File: src/design/ltc_pkg.sv
// ----------------------------------------------------------------------------
// ltc_pkg
// Shared types, codes and constants of the ticket cache.
// ----------------------------------------------------------------------------
`default_nettype none

package ltc_pkg;

    // Default sizes for the top-level parameters.
    localparam int SLOTS_DEF        = 8;
    localparam int KEY_BYTES_DEF    = 64;
    localparam int TICKET_BYTES_DEF = 256;

    // Command codes.
    localparam logic [2:0] CMD_KEY_BYTE    = 3'd0;
    localparam logic [2:0] CMD_TICKET_BYTE = 3'd1;
    localparam logic [2:0] CMD_PUT         = 3'd2;
    localparam logic [2:0] CMD_GET         = 3'd3;
    localparam logic [2:0] CMD_READ        = 3'd4;
    localparam logic [2:0] CMD_CLEAR       = 3'd5;

    // Status codes.
    localparam logic [1:0] ST_OK     = 2'd0;
    localparam logic [1:0] ST_REJECT = 2'd1;
    localparam logic [1:0] ST_MISS   = 2'd2;
    localparam logic [1:0] ST_SMALL  = 2'd3;

    // Misc constants.
    localparam logic [31:0] STAMP_MAX    = 32'hffff_ffff;
    localparam logic [7:0]  CHAR_UPPER_A = 8'h41;
    localparam logic [7:0]  CHAR_UPPER_Z = 8'h5a;
    localparam logic [7:0]  CASE_OFFSET  = 8'h20;
    localparam logic [8:0]  CAP_UNLIMITED = 9'd256;

    // One input item.
    typedef struct packed {
        logic [2:0]  cmd;
        logic [7:0]  data_byte;
        logic [15:0] cipher_in;
        logic        tls13_in;
        logic [8:0]  capacity;
        logic [7:0]  byte_index;
    } ltc_in_t;

    // One result item.
    typedef struct packed {
        logic [1:0]  status;
        logic [8:0]  ticket_length;
        logic [15:0] cipher_out;
        logic        tls13_out;
        logic [7:0]  data_out;
        logic [3:0]  used_count;
    } ltc_out_t;

    // Commands from the controller to the datapath.
    typedef struct packed {
        logic load;
        logic stage_key;
        logic stage_ticket;
        logic clear_all;
        logic set_reject;
        logic scan_start;
        logic slot_inc;
        logic cmp_read;
        logic j_inc;
        logic mark_match;
        logic take_free;
        logic old_start;
        logic old_step;
        logic take_old;
        logic copy_start;
        logic copy_step;
        logic put_commit;
        logic get_commit;
        logic read_issue;
        logic read_finish;
        logic emit;
    } ltc_ctl_t;

    // Status from the datapath to the controller.
    typedef struct packed {
        logic [2:0] cmd;
        logic       key_empty;
        logic       put_bad;
        logic       slot_eligible;
        logic       slot_last;
        logic       byte_eq;
        logic       byte_last;
        logic       match;
        logic       any_free;
        logic       old_found;
        logic       copy_last;
        logic       read_ok;
    } ltc_sts_t;

endpackage

`default_nettype wire

File: src/design/ltc_ctrl.sv
// ----------------------------------------------------------------------------
// ltc_ctrl
// Sequencer of the ticket cache: dispatch, key scan, eviction and copy.
// ----------------------------------------------------------------------------
`default_nettype none

module ltc_ctrl
    import ltc_pkg::*;
(
    input  wire logic     clk,
    input  wire logic     rst_n,
    input  wire logic     start,
    input  wire ltc_sts_t sts,
    output ltc_ctl_t      ctl,
    output logic          busy
);

    typedef enum logic [12:0] {
        S_IDLE   = 13'b0000000000001,
        S_DISP   = 13'b0000000000010,
        S_MSEL   = 13'b0000000000100,
        S_MRD    = 13'b0000000001000,
        S_MCHK   = 13'b0000000010000,
        S_MDONE  = 13'b0000000100000,
        S_OLD    = 13'b0000001000000,
        S_OLDEND = 13'b0000010000000,
        S_COPY   = 13'b0000100000000,
        S_DRAIN  = 13'b0001000000000,
        S_GETFIN = 13'b0010000000000,
        S_RDWAIT = 13'b0100000000000,
        S_FIN    = 13'b1000000000000
    } ltc_state_t;

    ltc_state_t state_reg, state_next;

    // State register.
    always_ff @(posedge clk or negedge rst_n)
    begin
        if (!rst_n)
        begin
            state_reg <= S_IDLE;
        end
        else
        begin
            state_reg <= state_next;
        end
    end

    // Next state and datapath commands.
    always_comb
    begin
        state_next = state_reg;
        ctl        = '0;
        unique case (state_reg)
            S_IDLE:
            begin
                if (start)
                begin
                    ctl.load   = 1'b1;
                    state_next = S_DISP;
                end
            end
            S_DISP:
            begin
                unique case (sts.cmd)
                    CMD_KEY_BYTE:
                    begin
                        ctl.stage_key = 1'b1;
                        state_next    = S_FIN;
                    end
                    CMD_TICKET_BYTE:
                    begin
                        ctl.stage_ticket = 1'b1;
                        state_next       = S_FIN;
                    end
                    CMD_PUT:
                    begin
                        if (sts.put_bad)
                        begin
                            ctl.set_reject = 1'b1;
                            state_next     = S_FIN;
                        end
                        else
                        begin
                            ctl.scan_start = 1'b1;
                            state_next     = S_MSEL;
                        end
                    end
                    CMD_GET:
                    begin
                        ctl.scan_start = 1'b1;
                        state_next     = sts.key_empty ? S_GETFIN : S_MSEL;
                    end
                    CMD_READ:
                    begin
                        if (sts.read_ok)
                        begin
                            ctl.read_issue = 1'b1;
                            state_next     = S_RDWAIT;
                        end
                        else
                        begin
                            ctl.read_finish = 1'b1;
                            state_next      = S_FIN;
                        end
                    end
                    CMD_CLEAR:
                    begin
                        ctl.clear_all = 1'b1;
                        state_next    = S_FIN;
                    end
                    default:
                    begin
                        ctl.set_reject = 1'b1;
                        state_next     = S_FIN;
                    end
                endcase
            end
            // Walk the slots for one whose key length matches.
            S_MSEL:
            begin
                if (sts.slot_eligible)
                begin
                    state_next = S_MRD;
                end
                else if (sts.slot_last)
                begin
                    state_next = S_MDONE;
                end
                else
                begin
                    ctl.slot_inc = 1'b1;
                end
            end
            S_MRD:
            begin
                ctl.cmp_read = 1'b1;
                state_next   = S_MCHK;
            end
            // Compare one key byte of the candidate slot.
            S_MCHK:
            begin
                if (!sts.byte_eq)
                begin
                    if (sts.slot_last)
                    begin
                        state_next = S_MDONE;
                    end
                    else
                    begin
                        ctl.slot_inc = 1'b1;
                        state_next   = S_MSEL;
                    end
                end
                else if (sts.byte_last)
                begin
                    ctl.mark_match = 1'b1;
                    state_next     = S_MDONE;
                end
                else
                begin
                    ctl.j_inc  = 1'b1;
                    state_next = S_MRD;
                end
            end
            // Finish a get, or pick the slot a put writes to.
            S_MDONE:
            begin
                if (sts.cmd == CMD_GET)
                begin
                    state_next = S_GETFIN;
                end
                else if (sts.match)
                begin
                    ctl.copy_start = 1'b1;
                    state_next     = S_COPY;
                end
                else if (sts.any_free)
                begin
                    ctl.take_free  = 1'b1;
                    ctl.copy_start = 1'b1;
                    state_next     = S_COPY;
                end
                else
                begin
                    ctl.old_start = 1'b1;
                    state_next    = S_OLD;
                end
            end
            S_OLD:
            begin
                ctl.old_step = 1'b1;
                if (sts.slot_last)
                begin
                    state_next = S_OLDEND;
                end
            end
            S_OLDEND:
            begin
                if (sts.old_found)
                begin
                    ctl.take_old   = 1'b1;
                    ctl.copy_start = 1'b1;
                    state_next     = S_COPY;
                end
                else
                begin
                    ctl.set_reject = 1'b1;
                    state_next     = S_FIN;
                end
            end
            S_COPY:
            begin
                ctl.copy_step = 1'b1;
                if (sts.copy_last)
                begin
                    state_next = S_DRAIN;
                end
            end
            S_DRAIN:
            begin
                ctl.put_commit = 1'b1;
                state_next     = S_FIN;
            end
            S_GETFIN:
            begin
                ctl.get_commit = 1'b1;
                state_next     = S_FIN;
            end
            S_RDWAIT:
            begin
                ctl.read_finish = 1'b1;
                state_next      = S_FIN;
            end
            S_FIN:
            begin
                ctl.emit   = 1'b1;
                state_next = S_IDLE;
            end
            default:
            begin
                state_next = S_IDLE;
            end
        endcase
    end

    assign busy = (state_reg != S_IDLE);

endmodule

`default_nettype wire

File: config.mk
export PLATFORM = sky130hd
export DESIGN_NAME = ltc_ctrl
export DESIGN_NICKNAME = d
export VERILOG_FILES = /design/src/design/ltc_pkg.sv /design/src/design/ltc_ctrl.sv
export SDC_FILE = /design/constraint.sdc
export NUM_CORES = 1
export LEC_CHECK = 0
export BUFFER_PORTS_ARGS = -buffer_cell sky130_fd_sc_hd__buf_2
export CAP_MARGIN = 25
export CORE_ASPECT_RATIO = 1.25
export CORE_MARGIN = 4
export CORE_UTILIZATION = 44
export DETAILED_ROUTE_END_ITERATION = 16
export PLACE_DENSITY = 0.85
export SLEW_MARGIN = 20
export SYNTH_ARGS = -nofsm -noshare
export SYNTH_HDL_FRONTEND = slang
export SYNTH_SLANG_ARGS = --single-unit
File: constraint.sdc
create_clock -name clk -period 1.6 [get_ports clk]
set_clock_uncertainty 0.15 [all_clocks]
set_input_delay 0.16 -clock clk [delete_from_list [all_inputs] [get_ports clk]]
set_output_delay 0.16 -clock clk [all_outputs]
set_load 0.02 [all_outputs]
==> qor_table.md, run 1 <==
| Metric | This run |
|:---|:---|
| Async set-or-reset flop fraction in the synthesized netlist | 100% |
| Clock Root Buffer | sky130_fd_sc_hd__clkbuf_4 |
| Number of placed instances with taps included | 228 |
| Worst endpoint left by the global-route repair_timing run | ctl[1] |
| Syn_nets | 135 |
| Dominant cell type by area after synthesis | sky130_fd_sc_hd__dfrtp_1 |
| Area share of the largest cell type after synthesis | 28.1% |
| Sequential-to-total area share from yosys stat | 30.5% |
| Count of input and output buffers | 38 |
| Clock buffer depth | 2 |
| # IOs | 39 |
| Initial Utilization | 47.4% |
| Run status | stopped before the end |
| Final Wtd Congestion | 0.902 |
| Number of unique standard cell types used by synthesis | 50 |
| Estimated wirelength of the detail-placed design | 2920 um |
| Maximum level of the CTS H-tree | 1 |
| Dominant cells by area after synthesis | sky130_fd_sc_hd__dfrtp_1, sky130_fd_sc_hd__nor2_1, sky130_fd_sc_hd__nor4_4, sky130_fd_sc_hd__and3_1, sky130_fd_sc_hd__nor3_2 |
| FP Rows | 19 |
| Netlist area before placement | 1070 um^2 |
| Post-synthesis register bit count | 13 |
| Die boundary height | 63.1 um |
| Horizontal die dimension | 52.1 um |
| Post-synthesis cell count | 118 |
| First error in the log | [ERROR DPL-0038] Utilization greater than 100%, impossible to legalize |
| Post-Place Setup Slack | -399 ps |
| Most frequently used flop master after synthesis | sky130_fd_sc_hd__dfrtp_1 |
| Clock net sink count | 13 |
| Number of enable flip-flop cells after synthesis | 0 |
| Top cell types by occurrence after synthesis | sky130_fd_sc_hd__nor2_1, sky130_fd_sc_hd__dfrtp_1, sky130_fd_sc_hd__and3_1, sky130_fd_sc_hd__nand2_1, sky130_fd_sc_hd__inv_1 |
| Category of the worst endpoint | output port |
| Most common cell in the synthesized netlist | sky130_fd_sc_hd__nor2_1 |
| Stage reached | 5_1_grt |
| Post-Synthesis Mean Instance Area | 9.07 um^2 |
| Number of buffers created by CTS | 3 |
| Maximum number of pins on one net before global-route repair | 14 |
| Yosys warns | 0 |
| Placement Cell Area | 1730 um^2 |
-- per-stage QoR --
stage / TNS, ps / hold slack, ps
after CTS: -14150 / 40.1
after floorplan: -3830 / -286
after detailed placement: -7660 / -91.4
after global placement: -5610 / -95.2
-- timing repair --
action | CTS
pin swaps | 19
resized for setup | 66
setup endpoints to repair | 33
hold buffers | 5
hold endpoints to repair | 18
setup buffers | 13
-- cells by family after synthesis --
| family | share of synthesized area, % |
|---|---|
| simple gates | 46.9 |
| compound gates | 17.3 |
| flops | 30.5 |
| buf+inv | 3.51 |
| xor+xnor | 0.819 |
| mux | 0.936 |
==> inputs of run 2 (changes only) <==
--- a/config.mk
+++ b/config.mk
@@ -7,11 +7,10 @@
 export LEC_CHECK = 0
 export BUFFER_PORTS_ARGS = -buffer_cell sky130_fd_sc_hd__buf_2
 export CAP_MARGIN = 25
-export CORE_ASPECT_RATIO = 1.25
-export CORE_MARGIN = 4
-export CORE_UTILIZATION = 44
+export CORE_AREA = 4 4 65 67
 export DETAILED_ROUTE_END_ITERATION = 16
-export PLACE_DENSITY = 0.85
+export DIE_AREA = 0 0 69 71
+export PLACE_DENSITY_LB_ADDON = 0.15
 export SLEW_MARGIN = 20
 export SYNTH_ARGS = -nofsm -noshare
 export SYNTH_HDL_FRONTEND = slang
==> constraint.sdc (replaced) <==
create_clock -name clk -period 2.1 [get_ports clk]
set_clock_uncertainty 0.15 [all_clocks]
set_input_delay 0.21 -clock clk [delete_from_list [all_inputs] [get_ports clk]]
set_output_delay 0.21 -clock clk [all_outputs]
set_load 0.02 [all_outputs]
==> run 2 against run 1 <==
The flow now finishes, with violations (setup timing). Synthesized cell count did not move. Synthesized area is the same.
==> qor_table.md, run 2 <==
| Metric | This run |
|:---|:---|
| Flip-flop count of the largest register after layout | 13 |
| Dominant cell type by area after synthesis | sky130_fd_sc_hd__dfrtp_1 |
| Worst endpoint required time | 1740 ps |
| Remaining number of nets flagged by the antenna check after routing | 0 |
| Data arrival time of the critical path | 1960 ps |
| Setup WS post-layout | -222 ps |
| Clock tree from TritonCTS | yes |
| Worst hold slack | 39.7 ps |
| Path type of the worst setup path | register to output pin |
| Syn_nets | 135 |
| Arithmetic-cell share of the synthesized area counting full adders, half adders and majority gates | 0% |
| Worst min-delay path startpoint | sts[1] |
| Highest achievable clock rate | 431 MHz |
| Switching Fraction | 38.1% |
| Count of input and output buffers | 38 |
| End of the worst register-to-register path | state_reg[9] |
| Final setup viols | 18 |
| CP Capture Type | output pin |
| Post-Synthesis Mean Instance Area | 9.07 um^2 |
| P_leak | 0.864 nW |
| MaxCap Viol Count | 0 |
| Comb pwr share | 53.6% |
| Worst min-delay path endpoint | state_reg[9] |
| Count of TritonRoute iterations in the first routing pass | 4 |
| Complex-gate fraction of the synthesized area | 17.3% |
| P_int | 0.000736 W |
| Top cell types by occurrence after synthesis | sky130_fd_sc_hd__nor2_1, sky130_fd_sc_hd__dfrtp_1, sky130_fd_sc_hd__and3_1, sky130_fd_sc_hd__nand2_1, sky130_fd_sc_hd__inv_1 |
| XOR/XNOR Fraction of Synth Area | 0.819% |
| Clock Root Buffer | sky130_fd_sc_hd__clkbuf_8 |
| Number of buffers created by CTS | 3 |
| Post-synthesis cell count | 118 |
| Most common library cell in the layout ignoring fill and taps | sky130_fd_sc_hd__buf_4 |
| Clock buffer depth | 2 |
| Switching power summed over all nets | 0.000453 W |
| Share of layout cells above drive strength 1 | 56.1% |
| Largest family of logic cells by synthesized area | simple AND/OR/NAND/NOR gates |
| Number of DRC violations after detailed-routing iteration 0 | 57 |
| Antenna violations before repair | 0 |
| CP max FO | 4 |
| Layout area overhead | 68.4% |
| Via count of the routed design | 1193 |
| Reg-to-Reg Start | state_reg[2] |
| Yosys warns | 0 |
| Relative max-transition margin | 71.2% |
| Sort of element at the start of the critical path | register |
| Depth of the worst hold-timing path | 2 |
| Average wire per standard cell | 14.5 um |
| Unrepaired setup endpoints after global routing | true |
| Remaining Overflow, GRT | 0 |
| Clock Pin Slew Worst Setup and Hold Paths | 60 ps |
| Die Area | 4900 um^2 |
| Clock net sink count | 13 |
| Number of DRC violations after detailed routing | 0 |
| Sequential-to-total area share from yosys stat | 30.5% |
| Number of hold-slack violations in the final timing report | 0 |
| Count of inserted antenna diode cells | 0 |
| Dominant cells by area after synthesis | sky130_fd_sc_hd__dfrtp_1, sky130_fd_sc_hd__nor2_1, sky130_fd_sc_hd__nor4_4, sky130_fd_sc_hd__and3_1, sky130_fd_sc_hd__nor3_2 |
| Post-Place Setup Slack | 53.7 ps |
| Violations in the final reports | setup timing |
| Maximum level of the CTS H-tree | 1 |
| Nets | 207 |
| Clk_lat worst skew | 240 ps |
| Total Neg Setup Slack | -2330 ps |
| Post-synthesis mux area share | 0.936% |
| Utilization of the core after routing | 49.6% |
| Final Wtd Congestion | 0.899 |
| Initial Utilization | 29.4% |
| Class of the worst hold path | input pin to register |
| Maximum number of pins on one net before global-route repair | 14 |
| Sequential fraction of design power | 27.5% |
| Peak supply drop | 266 uV |
| Number of unique standard cell types used by synthesis | 50 |
| Async set-or-reset flop fraction in the synthesized netlist | 100% |
| Number of global-route vias before repair | 1226 |
| Final count of pins violating max slew | 0 |
| Crit path time final | 2320 ps |
| Most frequently used flop master after synthesis | sky130_fd_sc_hd__dfrtp_1 |
| Number of enable flip-flop cells after synthesis | 0 |
| Estimated wirelength of the detail-placed design | 2580 um |
| Final Cycle Share | 111% |
| Simple-gate portion of the synthesized area | 46.9% |
| Slack of the worst reg-to-reg path | 60 ps |
| Floorplan core area | 3630 um^2 |
| Post-synthesis register bit count | 13 |
| Most common cell in the synthesized netlist | sky130_fd_sc_hd__nor2_1 |
| Clock power share | 18.9% |
| Transition time at the pin with the least slew margin | 429 ps |
| Horizontal die dimension | 69 um |
| Number of vias per cell after detailed routing | 5.03 |
| Total global routing track utilization | 13.5% |
| Commonest cells after routing, fill and taps aside | sky130_fd_sc_hd__buf_4, sky130_fd_sc_hd__buf_2, sky130_fd_sc_hd__buf_6, sky130_fd_sc_hd__nor2_1, sky130_fd_sc_hd__dfrtp_1 |
| Run status | finished, violations left |
| Netlist area before placement | 1070 um^2 |
| # IOs | 39 |
| FP Rows | 22 |
| Global-route wire length before repair | 5470 um |
| Die boundary height | 71 um |
| PwrDens | 660 nW/um^2 |
| Worst reg2reg path depth | 8 |
| Final wirelength | 3430 um |
| Area share of the largest cell type after synthesis | 28.1% |
-- run 2: how the worst max path moves through the flow --
stage	start	to	slack, ps	depth (start not counted)
final	state_reg[2]	ctl[5]	-220	7
after global routing	state_reg[2]	ctl[10]	-270	6
after CTS	state_reg[3]	ctl[3]	-180	5
after detailed placement	state_reg[1]	ctl[6]	50	5
after global placement	state_reg[1]	ctl[6]	70	5
after floorplan	state_reg[4]	ctl[3]	20	4
-- run 2: cell type report --
class	instances	area, um^2
clock buffer	4	45.0
fill	372	1830
inverter	5	18.8
multi-input combinational	98	836
sequential	13	329
tap	48	60.1
timing repair buffer	69	513
-- run 2: power groups by stage --
stage	Combinational (W)	Clock [W]	Sequential, W
3_3_place_gp	0.000448	0	0.000325
4_1_cts	0.000561	0.000230	0.000322
5_1_grt	0.000680	0.000242	0.000332
2_1_floorplan	0.000299	0	0.000319
3_5_place_dp	0.000449	0	0.000326
6_report	0.000638	0.000224	0.000327
-- run 2: what timing repair did --
| item | 4_1_cts | 5_1_grt |
|---|---|---|
| setup endpoints to repair | 19 | 21 |
| gates resized for setup | 39 | 17 |
| buffers inserted | 10 | 4 |
| endpoints found under the hold margin | 13 | 0 |
| pin swaps | 13 | 5 |
| hold buffers | 1 | 0 |
-- run 2: per-layer routing --
metal  global-route usage [%]  part of all wire, %
met1                     17.6                   47
met2                     22.2                   47
met3                     2.41                  4.9
met4                     4.99                  1.7
met5                        0                    0
-- run 2: kinds of logic (layout without fill, tap and decap cells) --
| group | count (synthesis) | after routing |
|---|---|---|
| and+or+nand+nor | 73 | 73 |
| AOI/OAI and AO/OA | 23 | 23 |
| DFF | 13 | 13 |
| buffers and inverters | 7 | 78 |
| xor gates and xnor gates | 1 | 1 |
| muxes | 1 | 1 |
-- run 2: metrics by stage --
stage          instances  cell area [um^2]  total power (W)
2_1_floorplan        118              1070         0.000617
3_3_place_gp         218              1430         0.000773
3_5_place_dp         218              1430         0.000776
4_1_cts              233              1690          0.00111
5_1_grt              237              1800          0.00125
6_report             237              1800          0.00119
-- run 2: worst max-delay path, stage by stage, from the launching register on --
cell and delay [ps]:
sky130_fd_sc_hd__dfrtp_2 440, sky130_fd_sc_hd__nor4_4 350, sky130_fd_sc_hd__nand2_2 90, sky130_fd_sc_hd__buf_4 150, sky130_fd_sc_hd__buf_6 100, sky130_fd_sc_hd__buf_4 140, sky130_fd_sc_hd__and4bb_2 320, sky130_fd_sc_hd__buf_6 120
Power figures use the tool's default switching activity.
